**src/design/dnsax_pkg.sv**
```systemverilog
// Package for the DNS answer address extractor.
// Holds the result kind codes, the record constants and the result word type.
// No dependencies.
package dnsax_pkg;

  localparam int MaxMessageBytes = 512;
  localparam int PosW            = $clog2(MaxMessageBytes + 1);
  localparam int FifoDepth       = 4;
  localparam int PtrW            = $clog2(FifoDepth);
  localparam int CntW            = $clog2(FifoDepth + 1);

  localparam logic [15:0] TypeA    = 16'd1;
  localparam logic [15:0] TypeAaaa = 16'd28;
  localparam logic [15:0] ClassIn  = 16'd1;
  localparam logic [15:0] LenA     = 16'd4;
  localparam logic [15:0] LenAaaa  = 16'd16;

  typedef enum logic [2:0] {
    KindIpv4        = 3'd0,
    KindIpv6        = 3'd1,
    KindServerError = 3'd2,
    KindEndOk       = 3'd3,
    KindTruncated   = 3'd4
  } kind_e;

  typedef struct packed {
    kind_e       kind;
    logic [3:0]  rcode;
    logic [63:0] addr_high;
    logic [63:0] addr_low;
    logic        run_end;
  } result_t;

endpackage

```
**src/design/dns_answer_address_extractor.sv**
```systemverilog
// Top level of the DNS answer address extractor: byte parser and result queue.
// Depends on dnsax_pkg.
//
// Latency: a result word is written into the result queue when the byte that causes it is accepted.
// Throughput: one byte per cycle while in_stall_o is low; a byte that causes two results writes both
// at once, and the single read port of the four-entry result queue then offers them one at a time.
// Reset: all parser state returns to the header phase and the queue empties at once.
module dns_answer_address_extractor (
  input  logic                  clk_i,
  input  logic                  rst_ni,
  input  logic                  in_valid_i,
  output logic                  in_stall_o,
  input  logic [7:0]            msg_byte_i,
  input  logic                  last_byte_i,
  output logic                  out_valid_o,
  input  logic                  out_stall_i,
  output logic [2:0]            kind_o,
  output logic [3:0]            rcode_o,
  output logic [63:0]           addr_high_o,
  output logic [63:0]           addr_low_o,
  output logic                  run_end_o
);
  import dnsax_pkg::*;

  typedef enum logic [3:0] {
    PhHeader = 4'd0,
    PhQName  = 4'd1,
    PhQLabel = 4'd2,
    PhQPtr   = 4'd3,
    PhQTail  = 4'd4,
    PhAName  = 4'd5,
    PhALabel = 4'd6,
    PhAPtr   = 4'd7,
    PhAFixed = 4'd8,
    PhAData  = 4'd9,
    PhDone   = 4'd10
  } phase_e;

  phase_e            ph_q, ph_d;
  logic [PosW-1:0]   pos_q, pos_d;
  logic [15:0]       fc_q, fc_d;
  logic [15:0]       qleft_q, qleft_d;
  logic [15:0]       aleft_q, aleft_d;
  logic [15:0]       rtype_q, rtype_d;
  logic [15:0]       rclass_q, rclass_d;
  logic [15:0]       dlen_q, dlen_d;
  logic [127:0]      shift_q, shift_d;
  logic              err_q, err_d;

  logic              h_valid;
  result_t           h_res;
  logic              l_valid;
  result_t           l_res;
  result_t           first_res, second_res;
  logic [1:0]        push_n;

  result_t           fifo_q [FifoDepth];
  logic [PtrW-1:0]   rd_ptr_q, wr_ptr_q;
  logic [CntW-1:0]   cnt_q;
  logic              accept, pop;
  result_t           head;

  function automatic phase_e next_sec(logic [15:0] q, logic [15:0] a);
    phase_e p;
    if (q != 16'd0) begin
      p = PhQName;
    end else if (a != 16'd0) begin
      p = PhAName;
    end else begin
      p = PhDone;
    end
    return p;
  endfunction

  assign in_stall_o  = cnt_q > CntW'(FifoDepth - 2);
  assign accept      = in_valid_i && !in_stall_o;
  assign out_valid_o = cnt_q != '0;
  assign pop         = out_valid_o && !out_stall_i;

  always_comb begin
    ph_d     = ph_q;
    pos_d    = pos_q;
    fc_d     = fc_q;
    qleft_d  = qleft_q;
    aleft_d  = aleft_q;
    rtype_d  = rtype_q;
    rclass_d = rclass_q;
    dlen_d   = dlen_q;
    shift_d  = shift_q;
    err_d    = err_q;
    h_valid  = 1'b0;
    h_res    = '{kind: KindTruncated, rcode: 4'd0, addr_high: 64'd0, addr_low: 64'd0,
                 run_end: 1'b0};
    l_valid  = 1'b0;
    l_res    = h_res;

    if (pos_q >= PosW'(MaxMessageBytes)) begin
      if (!err_q) begin
        err_d   = 1'b1;
        h_valid = 1'b1;
      end
    end else begin
      if (!err_q) begin
        unique case (ph_q)
          PhHeader: begin
            if (pos_q == PosW'(3)) begin
              if (msg_byte_i[3:0] != 4'd0) begin
                err_d       = 1'b1;
                h_valid     = 1'b1;
                h_res.kind  = KindServerError;
                h_res.rcode = msg_byte_i[3:0];
              end
            end else if (pos_q == PosW'(4)) begin
              qleft_d = {msg_byte_i, 8'd0};
            end else if (pos_q == PosW'(5)) begin
              qleft_d = {qleft_q[15:8], msg_byte_i};
            end else if (pos_q == PosW'(6)) begin
              aleft_d = {msg_byte_i, 8'd0};
            end else if (pos_q == PosW'(7)) begin
              aleft_d = {aleft_q[15:8], msg_byte_i};
            end else if (pos_q == PosW'(11)) begin
              ph_d = next_sec(qleft_q, aleft_q);
            end
          end
          PhQName, PhAName: begin
            if (msg_byte_i == 8'd0) begin
              fc_d = 16'd0;
              if (ph_q == PhAName) begin
                ph_d     = PhAFixed;
                rtype_d  = 16'd0;
                rclass_d = 16'd0;
                dlen_d   = 16'd0;
                shift_d  = 128'd0;
              end else begin
                ph_d = PhQTail;
              end
            end else if (msg_byte_i[7:6] == 2'b11) begin
              ph_d = (ph_q == PhAName) ? PhAPtr : PhQPtr;
            end else begin
              fc_d = {8'd0, msg_byte_i};
              ph_d = (ph_q == PhAName) ? PhALabel : PhQLabel;
            end
          end
          PhQLabel, PhALabel: begin
            fc_d = fc_q - 16'd1;
            if (fc_d == 16'd0) begin
              ph_d = (ph_q == PhALabel) ? PhAName : PhQName;
            end
          end
          PhQPtr: begin
            fc_d = 16'd0;
            ph_d = PhQTail;
          end
          PhAPtr: begin
            fc_d     = 16'd0;
            ph_d     = PhAFixed;
            rtype_d  = 16'd0;
            rclass_d = 16'd0;
            dlen_d   = 16'd0;
            shift_d  = 128'd0;
          end
          PhQTail: begin
            fc_d = fc_q + 16'd1;
            if (fc_d >= 16'd4) begin
              fc_d    = 16'd0;
              qleft_d = qleft_q - 16'd1;
              ph_d    = next_sec(qleft_d, aleft_q);
            end
          end
          PhAFixed: begin
            case (fc_q)
              16'd0:   rtype_d  = {msg_byte_i, 8'd0};
              16'd1:   rtype_d  = {rtype_q[15:8], msg_byte_i};
              16'd2:   rclass_d = {msg_byte_i, 8'd0};
              16'd3:   rclass_d = {rclass_q[15:8], msg_byte_i};
              16'd8:   dlen_d   = {msg_byte_i, 8'd0};
              16'd9:   dlen_d   = {dlen_q[15:8], msg_byte_i};
              default: ;
            endcase
            fc_d = fc_q + 16'd1;
            if (fc_d >= 16'd10) begin
              fc_d = dlen_d;
              if (dlen_d == 16'd0) begin
                aleft_d = aleft_q - 16'd1;
                ph_d    = next_sec(qleft_q, aleft_d);
              end else begin
                ph_d = PhAData;
              end
            end
          end
          PhAData: begin
            shift_d = {shift_q[119:0], msg_byte_i};
            fc_d    = fc_q - 16'd1;
            if (fc_d == 16'd0) begin
              if (rclass_q == ClassIn) begin
                if (rtype_q == TypeA && dlen_q == LenA) begin
                  h_valid        = 1'b1;
                  h_res.kind     = KindIpv4;
                  h_res.addr_low = {32'd0, shift_d[31:0]};
                end else if (rtype_q == TypeAaaa && dlen_q == LenAaaa) begin
                  h_valid         = 1'b1;
                  h_res.kind      = KindIpv6;
                  h_res.addr_high = shift_d[127:64];
                  h_res.addr_low  = shift_d[63:0];
                end
              end
              aleft_d = aleft_q - 16'd1;
              ph_d    = next_sec(qleft_q, aleft_d);
            end
          end
          PhDone: ;
          default: ;
        endcase
      end
      pos_d = pos_q + PosW'(1);
    end

    if (last_byte_i) begin
      if (!err_d) begin
        l_valid    = 1'b1;
        l_res.kind = (ph_d == PhDone) ? KindEndOk : KindTruncated;
      end
      ph_d     = PhHeader;
      pos_d    = '0;
      fc_d     = 16'd0;
      qleft_d  = 16'd0;
      aleft_d  = 16'd0;
      rtype_d  = 16'd0;
      rclass_d = 16'd0;
      dlen_d   = 16'd0;
      shift_d  = 128'd0;
      err_d    = 1'b0;
    end

    first_res          = h_valid ? h_res : l_res;
    second_res         = l_res;
    first_res.run_end  = !(h_valid && l_valid);
    second_res.run_end = 1'b1;
    if (!accept) begin
      push_n = 2'd0;
    end else begin
      push_n = 2'(h_valid) + 2'(l_valid);
    end
  end

  always_ff @(posedge clk_i or negedge rst_ni) begin
    if (!rst_ni) begin
      ph_q     <= PhHeader;
      pos_q    <= '0;
      fc_q     <= 16'd0;
      qleft_q  <= 16'd0;
      aleft_q  <= 16'd0;
      rtype_q  <= 16'd0;
      rclass_q <= 16'd0;
      dlen_q   <= 16'd0;
      shift_q  <= 128'd0;
      err_q    <= 1'b0;
      rd_ptr_q <= '0;
      wr_ptr_q <= '0;
      cnt_q    <= '0;
    end else begin
      if (accept) begin
        ph_q     <= ph_d;
        pos_q    <= pos_d;
        fc_q     <= fc_d;
        qleft_q  <= qleft_d;
        aleft_q  <= aleft_d;
        rtype_q  <= rtype_d;
        rclass_q <= rclass_d;
        dlen_q   <= dlen_d;
        shift_q  <= shift_d;
        err_q    <= err_d;
      end
      if (pop) begin
        rd_ptr_q <= rd_ptr_q + PtrW'(1);
      end
      wr_ptr_q <= wr_ptr_q + PtrW'(push_n);
      cnt_q    <= cnt_q + CntW'(push_n) - CntW'(pop);
    end
  end

  always_ff @(posedge clk_i) begin
    if (push_n != 2'd0) begin
      fifo_q[wr_ptr_q] <= first_res;
    end
    if (push_n == 2'd2) begin
      fifo_q[wr_ptr_q + PtrW'(1)] <= second_res;
    end
  end

  assign head        = fifo_q[rd_ptr_q];
  assign kind_o      = head.kind;
  assign rcode_o     = head.rcode;
  assign addr_high_o = head.addr_high;
  assign addr_low_o  = head.addr_low;
  assign run_end_o   = head.run_end;

endmodule

```
**config.mk**
```make
export PLATFORM = sky130hd
export DESIGN_NAME = dns_answer_address_extractor
export DESIGN_NICKNAME = d
export VERILOG_FILES = /design/src/design/dnsax_pkg.sv /design/src/design/dns_answer_address_extractor.sv
export SDC_FILE = /design/constraint.sdc
export NUM_CORES = 2
export LEC_CHECK = 0
export ABC_CLOCK_PERIOD_IN_PS = 13000
export BUFFER_PORTS_ARGS = -buffer_cell sky130_fd_sc_hd__buf_4
export CAP_MARGIN = 10
export CORE_ASPECT_RATIO = 1.2
export CORE_MARGIN = 2
export CORE_UTILIZATION = 30
export CTS_CLUSTER_DIAMETER = 100
export DETAILED_ROUTE_END_ITERATION = 16
export SYNTH_ARGS = -nofsm -noshare
export SYNTH_HDL_FRONTEND = slang
export SYNTH_SLANG_ARGS = --single-unit
```
**constraint.sdc**
```tcl
create_clock -name clk_i -period 13 [get_ports clk_i]
set_input_delay 0.65 -clock clk_i [delete_from_list [all_inputs] [get_ports clk_i]]
set_output_delay 0.65 -clock clk_i [all_outputs]
set_load 0.02 [all_outputs]
```
== Word level (Yosys, flattened, before mapping) ==
Memories as Yosys holds them, arrays and structs flattened.
Cells that the tools add are included.

* Flip-flop bits (word level): 238
* Memory bits (writable): 544
* Input port bits: 13
* Memories: 1

{| class="wikitable"
|+ Memories
! name !! depth !! width !! rd ports !! clocked after memory_dff !! write ports !! line !! text
|-
| fifo_q || 4 || 136 || 1 || 0 || 2 || dns_answer_address_extractor.sv:57 || <nowiki>result_t fifo_q [FifoDepth];</nowiki>
|}

* Add/subtract/negate cells: 11
* Order comparisons: 4
* Equal/unequal tests: 50
* Muxes and demuxes: 123
* Reductions and logical operators: 41

{| class="wikitable"
|+ Operators with widths
! cell !! number
|-
| $mux W120 || 5
|-
| $mux W16 || 37
|-
| $mux W128 || 4
|-
| $pmux W120 S3 || 1
|-
| $mux W135 || 2
|-
| $pmux W16 S3 || 4
|-
| $mux W136 || 1
|-
| $mux W64 || 2
|-
| $pmux W16 S2 || 4
|-
| $mux W4 || 22
|-
| $pmux W16 S5 || 1
|-
| $reduce_bool A16 Y1 || 4
|-
| $eq A16 B1 Y1 const B || 3
|-
| $logic_not A16 Y1 || 3
|-
| $sub A16 B1 Y16 const B || 3
|-
| $eq A10 B3 Y1 const B || 4
|-
| $ne A3 B3 Y1 const B || 13
|-
| $mux W3 || 11
|-
| $eq A16 B2 Y1 const B || 2
|-
| $eq A16 B4 Y1 const B || 2
|-
| $eq A16 B5 Y1 const B || 2
|-
| $pmux W4 S8 || 1
|-
| $reduce_and A7 Y1 || 4
|-
| $reduce_and A11 Y1 || 2
|-
| other kinds (44) || 92
|}

== Logic depth before layout (Yosys ltp) ==
* Depth in word-level cells: 17
* Gate-level depth with buffers: 20
* Depth with buffers taken out: 17

== Least setup slack after synthesis ==
OpenSTA, ideal clock, no wires.

* Kind: flip-flop to flip-flop
* Start point: reg fc_q[0]
* End point: mem fifo_q[2][129] (netlist bit)
* Setup time: 74 ps
* Data arrival time: 4,457 ps
* Required time: 12,926 ps
* Path slack: 8,469 ps
* Stages on the path, launching flop included: 21
* Period minus slack after synthesis: 4,531 ps
* Cells stage by stage: dfrtp_1 -> buf_4 -> inv_1 -> ha_1 -> or4b_2 -> o22a_1 -> o21ai_0 -> and4bb_2 -> nand3_1 -> o21ai_0 -> nand2b_1 -> inv_1 -> ha_1 -> o21ai_0 -> nor2_1 -> and2_1 -> nor2_1 -> clkbuf_1 -> clkbuf_1 -> nand2_1 -> o21ai_0

{| class="wikitable"
|+ RTL lines
! element !! line !! text
|-
| start, declared || dns_answer_address_extractor.sv:41 || <nowiki>logic [15:0] fc_q, fc_d;</nowiki>
|-
| start signal, assigned || dns_answer_address_extractor.sv:250 || <nowiki>fc_q <= 16'd0;</nowiki>
|-
| start signal, assigned || dns_answer_address_extractor.sv:265 || <nowiki>fc_q <= fc_d;</nowiki>
|-
| end, declared || dns_answer_address_extractor.sv:57 ||
|}

==> flow_summary.html <==
<table>
<tr><th>Metric</th><th>Value</th></tr>
<tr><th colspan="2">Layout</th></tr>
<tr><td>Count of nets after finishing</td><td>3499</td></tr>
<tr><td>N_diodes</td><td>0</td></tr>
<tr><td>Fraction of final layout cells sized beyond drive strength 1</td><td>0.1368</td></tr>
<tr><td>Non-Filler Instances</td><td>4948</td></tr>
<tr><td>Area growth from synthesis to layout</td><td>14.90%</td></tr>
<tr><th colspan="2">Placed design</th></tr>
<tr><td>Final HPWL from detailed placement</td><td>58890 um</td></tr>
<tr><td>Dpl ws</td><td>5967 ps</td></tr>
<tr><td>Placed cell count</td><td>4801</td></tr>
<tr><td>Port Buffer Count</td><td>150</td></tr>
<tr><td>Final weighted congestion of routability-driven global placement</td><td>0.9598</td></tr>
<tr><th colspan="2">Route</th></tr>
<tr><td>WL/cell</td><td>20.04 um</td></tr>
<tr><td>Final wirelength</td><td>99150 um</td></tr>
<tr><td>Number of detailed-route iterations in the first pass</td><td>5</td></tr>
<tr><td>Post-route ant nets</td><td>0</td></tr>
<tr><td>DRC violation total after the first TritonRoute iteration</td><td>2224</td></tr>
<tr><td>Via density per instance</td><td>5.309</td></tr>
<tr><td>DRC violations left</td><td>0</td></tr>
<tr><td>Detailed-route via count</td><td>26270</td></tr>
<tr><th colspan="2">Critical path</th></tr>
<tr><td>Reg2reg start</td><td>fc_q[0]</td></tr>
<tr><td>Signal arrival time at the worst endpoint</td><td>7670 ps</td></tr>
<tr><td>Reg2Reg Setup Slack</td><td>5850 ps</td></tr>
<tr><td>Category of cells accounting for the largest share of critical-path delay</td><td>simple AND/OR/NAND/NOR gates</td></tr>
<tr><td>Critical Path Source</td><td>fc_q[0]</td></tr>
<tr><td>Highest net fanout along the worst path</td><td>68</td></tr>
<tr><td>Terminus of the critical flop-to-flop path</td><td>fifo_q[1][0]</td></tr>
<tr><td>Capturing element type of the critical path</td><td>flop</td></tr>
<tr><td>Critical-path cell list</td><td>inv_1, ha_1, nor3b_1, nand2_1, xor2_1, and4bb_2, nand3_1, o21ai_0, nand2b_1, inv_1, ha_1, o21ai_0, nor2_1, nor2_4, buf_4, buf_4, inv_1, o22a_1</td></tr>
<tr><td>Critical-path top delay cell</td><td>sky130_fd_sc_hd__buf_4</td></tr>
<tr><td>Number of logic stages on the critical path including buffering</td><td>18</td></tr>
<tr><td>Kind of start point of the critical path</td><td>flop</td></tr>
<tr><td>Buf/Inv on CP</td><td>5</td></tr>
<tr><td>Crit path required time</td><td>13520 ps</td></tr>
<tr><td>Start-to-end type of the worst setup path</td><td>flop to flop</td></tr>
<tr><td>Reg2Reg Depth</td><td>18</td></tr>
<tr><td>Critical path's most frequent cell</td><td>sky130_fd_sc_hd__inv_1</td></tr>
<tr><td>CP peak stage delay</td><td>850 ps</td></tr>
<tr><th colspan="2">STA</th></tr>
<tr><td>Number of setup violations in the final report</td><td>0</td></tr>
<tr><td>Post-route minimum period</td><td>7146 ps</td></tr>
<tr><td>Final number of hold-violating endpoints</td><td>0</td></tr>
<tr><td>Hold_ws</td><td>112.4 ps</td></tr>
<tr><td>Unrepaired setup endpoints after global routing</td><td>false</td></tr>
<tr><td>Worst slew slack as a fraction of its limit</td><td>0.1966</td></tr>
<tr><td>Number of max-slew violations in the final report</td><td>0</td></tr>
<tr><td>Worst setup slack after layout</td><td>5854 ps</td></tr>
<tr><td>Peak clock frequency supported by timing</td><td>139.9 MHz</td></tr>
<tr><td>Clock Skews</td><td>26.40 ps</td></tr>
<tr><td>Setup total negative slack</td><td>0 ps</td></tr>
<tr><td>Worst-Margin Slew</td><td>1205 ps</td></tr>
<tr><td>Part of the cycle the worst path needs</td><td>0.5497</td></tr>
<tr><th colspan="2">Yosys</th></tr>
<tr><td>Post-synth top area cell</td><td>sky130_fd_sc_hd__dfxtp_1</td></tr>
<tr><td>Yosys reg bits</td><td>782</td></tr>
<tr><td>Commonest cells in the synthesized netlist</td><td>890 x sky130_fd_sc_hd__nand2_1, 532 x sky130_fd_sc_hd__dfxtp_1, 477 x sky130_fd_sc_hd__o21ai_0, 238 x sky130_fd_sc_hd__dfrtp_1, 229 x sky130_fd_sc_hd__clkbuf_1</td></tr>
<tr><td>Part of the Yosys area used for sequential elements</td><td>0.5143</td></tr>
<tr><td>Cells after Synth</td><td>3476</td></tr>
<tr><td>Synth area leaders</td><td>sky130_fd_sc_hd__dfxtp_1 32%, sky130_fd_sc_hd__dfrtp_1 18%, sky130_fd_sc_hd__nand2_1 10%</td></tr>
<tr><td>Async set-or-reset flop fraction in the synthesized netlist</td><td>0.3043</td></tr>
<tr><td>Synthesized area per cell</td><td>9.491 um^2</td></tr>
<tr><td>Yosys warning count</td><td>0</td></tr>
<tr><td>Most used standard cell by instance count after synthesis</td><td>sky130_fd_sc_hd__nand2_1</td></tr>
<tr><td>Ys flop type</td><td>sky130_fd_sc_hd__dfxtp_1</td></tr>
<tr><td>Number of flops mapped to enable cells by yosys</td><td>12</td></tr>
<tr><td>Post-Syn Area</td><td>32990 um^2</td></tr>
<tr><td>Synthesized netlist net count</td><td>3508</td></tr>
<tr><td>Library cells used by synthesis</td><td>84</td></tr>
<tr><td>Top-area cell type share of the netlist area</td><td>0.3228</td></tr>
<tr><th colspan="2">Pwr</th></tr>
<tr><td>Maximum vdd ir drop</td><td>0.1936 mV</td></tr>
<tr><td>Lkg Pwr</td><td>14.89 nW</td></tr>
<tr><td>Power density relative to cell area</td><td>177.9 nW/um^2</td></tr>
<tr><th colspan="2">Run status</th></tr>
<tr><td>Status</td><td>finished, final reports clean</td></tr>
<tr><th colspan="2">Global routing</th></tr>
<tr><td>Largest net degree at the start of global routing</td><td>134</td></tr>
<tr><td>Wire length of the first global-routing pass</td><td>156200 um</td></tr>
<tr><td>Number of antenna violations at the first check in global routing</td><td>2</td></tr>
<tr><td>Total global routing overflow</td><td>0</td></tr>
<tr><td>Total routing usage reported by global routing</td><td>0.1742</td></tr>
<tr><td>Via count of the first global-routing pass</td><td>26290</td></tr>
<tr><th colspan="2">Clock network</th></tr>
<tr><td>Clock sink count</td><td>782</td></tr>
<tr><td>Number of buffers created by CTS</td><td>81</td></tr>
<tr><td>Clock network latency to the later pin of the worst-skew pair</td><td>640 ps</td></tr>
<tr><td>Cts hold-fix bufs</td><td>0</td></tr>
<tr><td>Clock-pin transition on the worst setup and hold timing paths</td><td>60 ps</td></tr>
<tr><td>Number of buffers inserted to repair setup after CTS</td><td>0</td></tr>
<tr><td># resized after CTS</td><td>0</td></tr>
<tr><td>Root buffer selected by CTS</td><td>sky130_fd_sc_hd__clkbuf_16</td></tr>
<tr><td>Maximum level of the CTS H-tree</td><td>3</td></tr>
<tr><td>CTS tree</td><td>built</td></tr>
<tr><td>Longest Clk Path Bufs</td><td>3</td></tr>
<tr><th colspan="2">Die</th></tr>
<tr><td>Area of the core</td><td>109300 um^2</td></tr>
<tr><td>Die H</td><td>367.3 um</td></tr>
<tr><td>Total die area</td><td>112700 um^2</td></tr>
<tr><td>Effective utilization at floorplan</td><td>0.3018</td></tr>
<tr><td>Row cnt</td><td>133</td></tr>
<tr><td>Die extent in x</td><td>306.7 um</td></tr>
<tr><td>I/O pin total</td><td>151</td></tr>
<tr><th colspan="2">Hold path</th></tr>
<tr><td>Class of the most critical hold timing path</td><td>input pin to asynchronous set/reset pin</td></tr>
<tr><th colspan="2">Flow run</th></tr>
<tr><td>Max capacitance violation total</td><td>0</td></tr>
</table>
==> registers in the layout (all words and copies together), names as in the netlist <==
name	flops
dlen_q	16
fc_q	16
shift_q	120
rtype_q	16
err_q	1
cnt_q	3
rclass_q	16
fifo_q	544
pos_q	10
rd_ptr_q	2
wr_ptr_q	2
aleft_q	16
ph_q	4
qleft_q	16
==> report_power, final <==
group | switching (W) | internal, W
Combinational | 0.00110 | 0.000561
Sequential | 0.000194 | 0.00250
Clock | 0.000990 | 0.00140
==> layout by cell type (no fill, tap or decap), types with 8 or more instances in the layout <==
cell,n
sky130_fd_sc_hd__or3_1,15
sky130_fd_sc_hd__nor4_1,33
sky130_fd_sc_hd__nand4_1,25
sky130_fd_sc_hd__clkinv_2,10
sky130_fd_sc_hd__o22a_1,8
sky130_fd_sc_hd__clkbuf_8,11
sky130_fd_sc_hd__nor2_1,85
sky130_fd_sc_hd__xor2_1,24
sky130_fd_sc_hd__and3_1,8
sky130_fd_sc_hd__xnor2_1,17
sky130_fd_sc_hd__o31ai_1,53
sky130_fd_sc_hd__nor3_1,38
sky130_fd_sc_hd__nand3_1,144
sky130_fd_sc_hd__dfrtp_1,236
sky130_fd_sc_hd__o21ai_0,477
sky130_fd_sc_hd__buf_4,181
sky130_fd_sc_hd__clkbuf_1,23
sky130_fd_sc_hd__dfxtp_1,532
sky130_fd_sc_hd__a21oi_1,51
sky130_fd_sc_hd__edfxtp_1,12
sky130_fd_sc_hd__a31oi_1,16
sky130_fd_sc_hd__mux4_2,136
sky130_fd_sc_hd__a22oi_1,15
sky130_fd_sc_hd__clkbuf_16,84
sky130_fd_sc_hd__inv_1,30
sky130_fd_sc_hd__and2_1,14
sky130_fd_sc_hd__a22o_1,151
sky130_fd_sc_hd__ha_1,18
sky130_fd_sc_hd__nand2_1,889
sky130_fd_sc_hd__nand2b_1,10
==> how the worst max path moves through the flow <==
stage | to | slack, ps
2_1_floorplan | fifo_q[2][129] | 8470
3_3_place_gp | fifo_q[1][0] | 6210
3_5_place_dp | fifo_q[1][0] | 5970
4_1_cts | fifo_q[1][0] | 5980
5_1_grt | fifo_q[1][0] | 5330
6_report | fifo_q[1][0] | 5850
==> per-stage QoR <==
stage          power (W)  area [um^2]  utilization
2_1_floorplan   0.003895        32990            -
3_3_place_gp    0.004386        35200       0.3220
3_5_place_dp    0.004397        35200       0.3220
4_1_cts         0.006796        37910       0.3467
5_1_grt         0.007065        37910       0.3467
6_report        0.006745        37910       0.3467
==> routing by layer <==
layer,share of wire,up-vias,global-route usage
met3,0.056,139,0.02712
li1,-,12310,-
met2,0.49,760,0.2979
met4,0.020,2,0.04440
met1,0.44,13060,0.2286
met5,0.00010,-,0
==> logic make-up (layout without fill, tap and decap cells) <==
group	count (synthesis)	in the layout	share of synthesized area
buffers and inverters	306	361	0.03580
XOR/XNOR	41	41	0.01088
AND/OR/NAND/NOR	1333	1333	0.1751
AO/OA/AOI/OAI	856	856	0.1627
flip-flops	782	782	0.5143
adder cells (fa/ha/maj)	19	19	0.007433
multiplexers	139	139	0.09375
==> cell type report <==
type / instances / area, um^2
Fill cell: 11110 / 71420
Timing Repair Buffer: 184 / 1414
Tap cell: 1417 / 1773
Sequential cell: 782 / 16970
Clock inverter: 29 / 366.6
Clock buffer: 118 / 2340
Inverter: 30 / 112.6
Multi-Input combinational cell: 2388 / 14930
No activity file was read; power rests on OpenSTA's default activity.
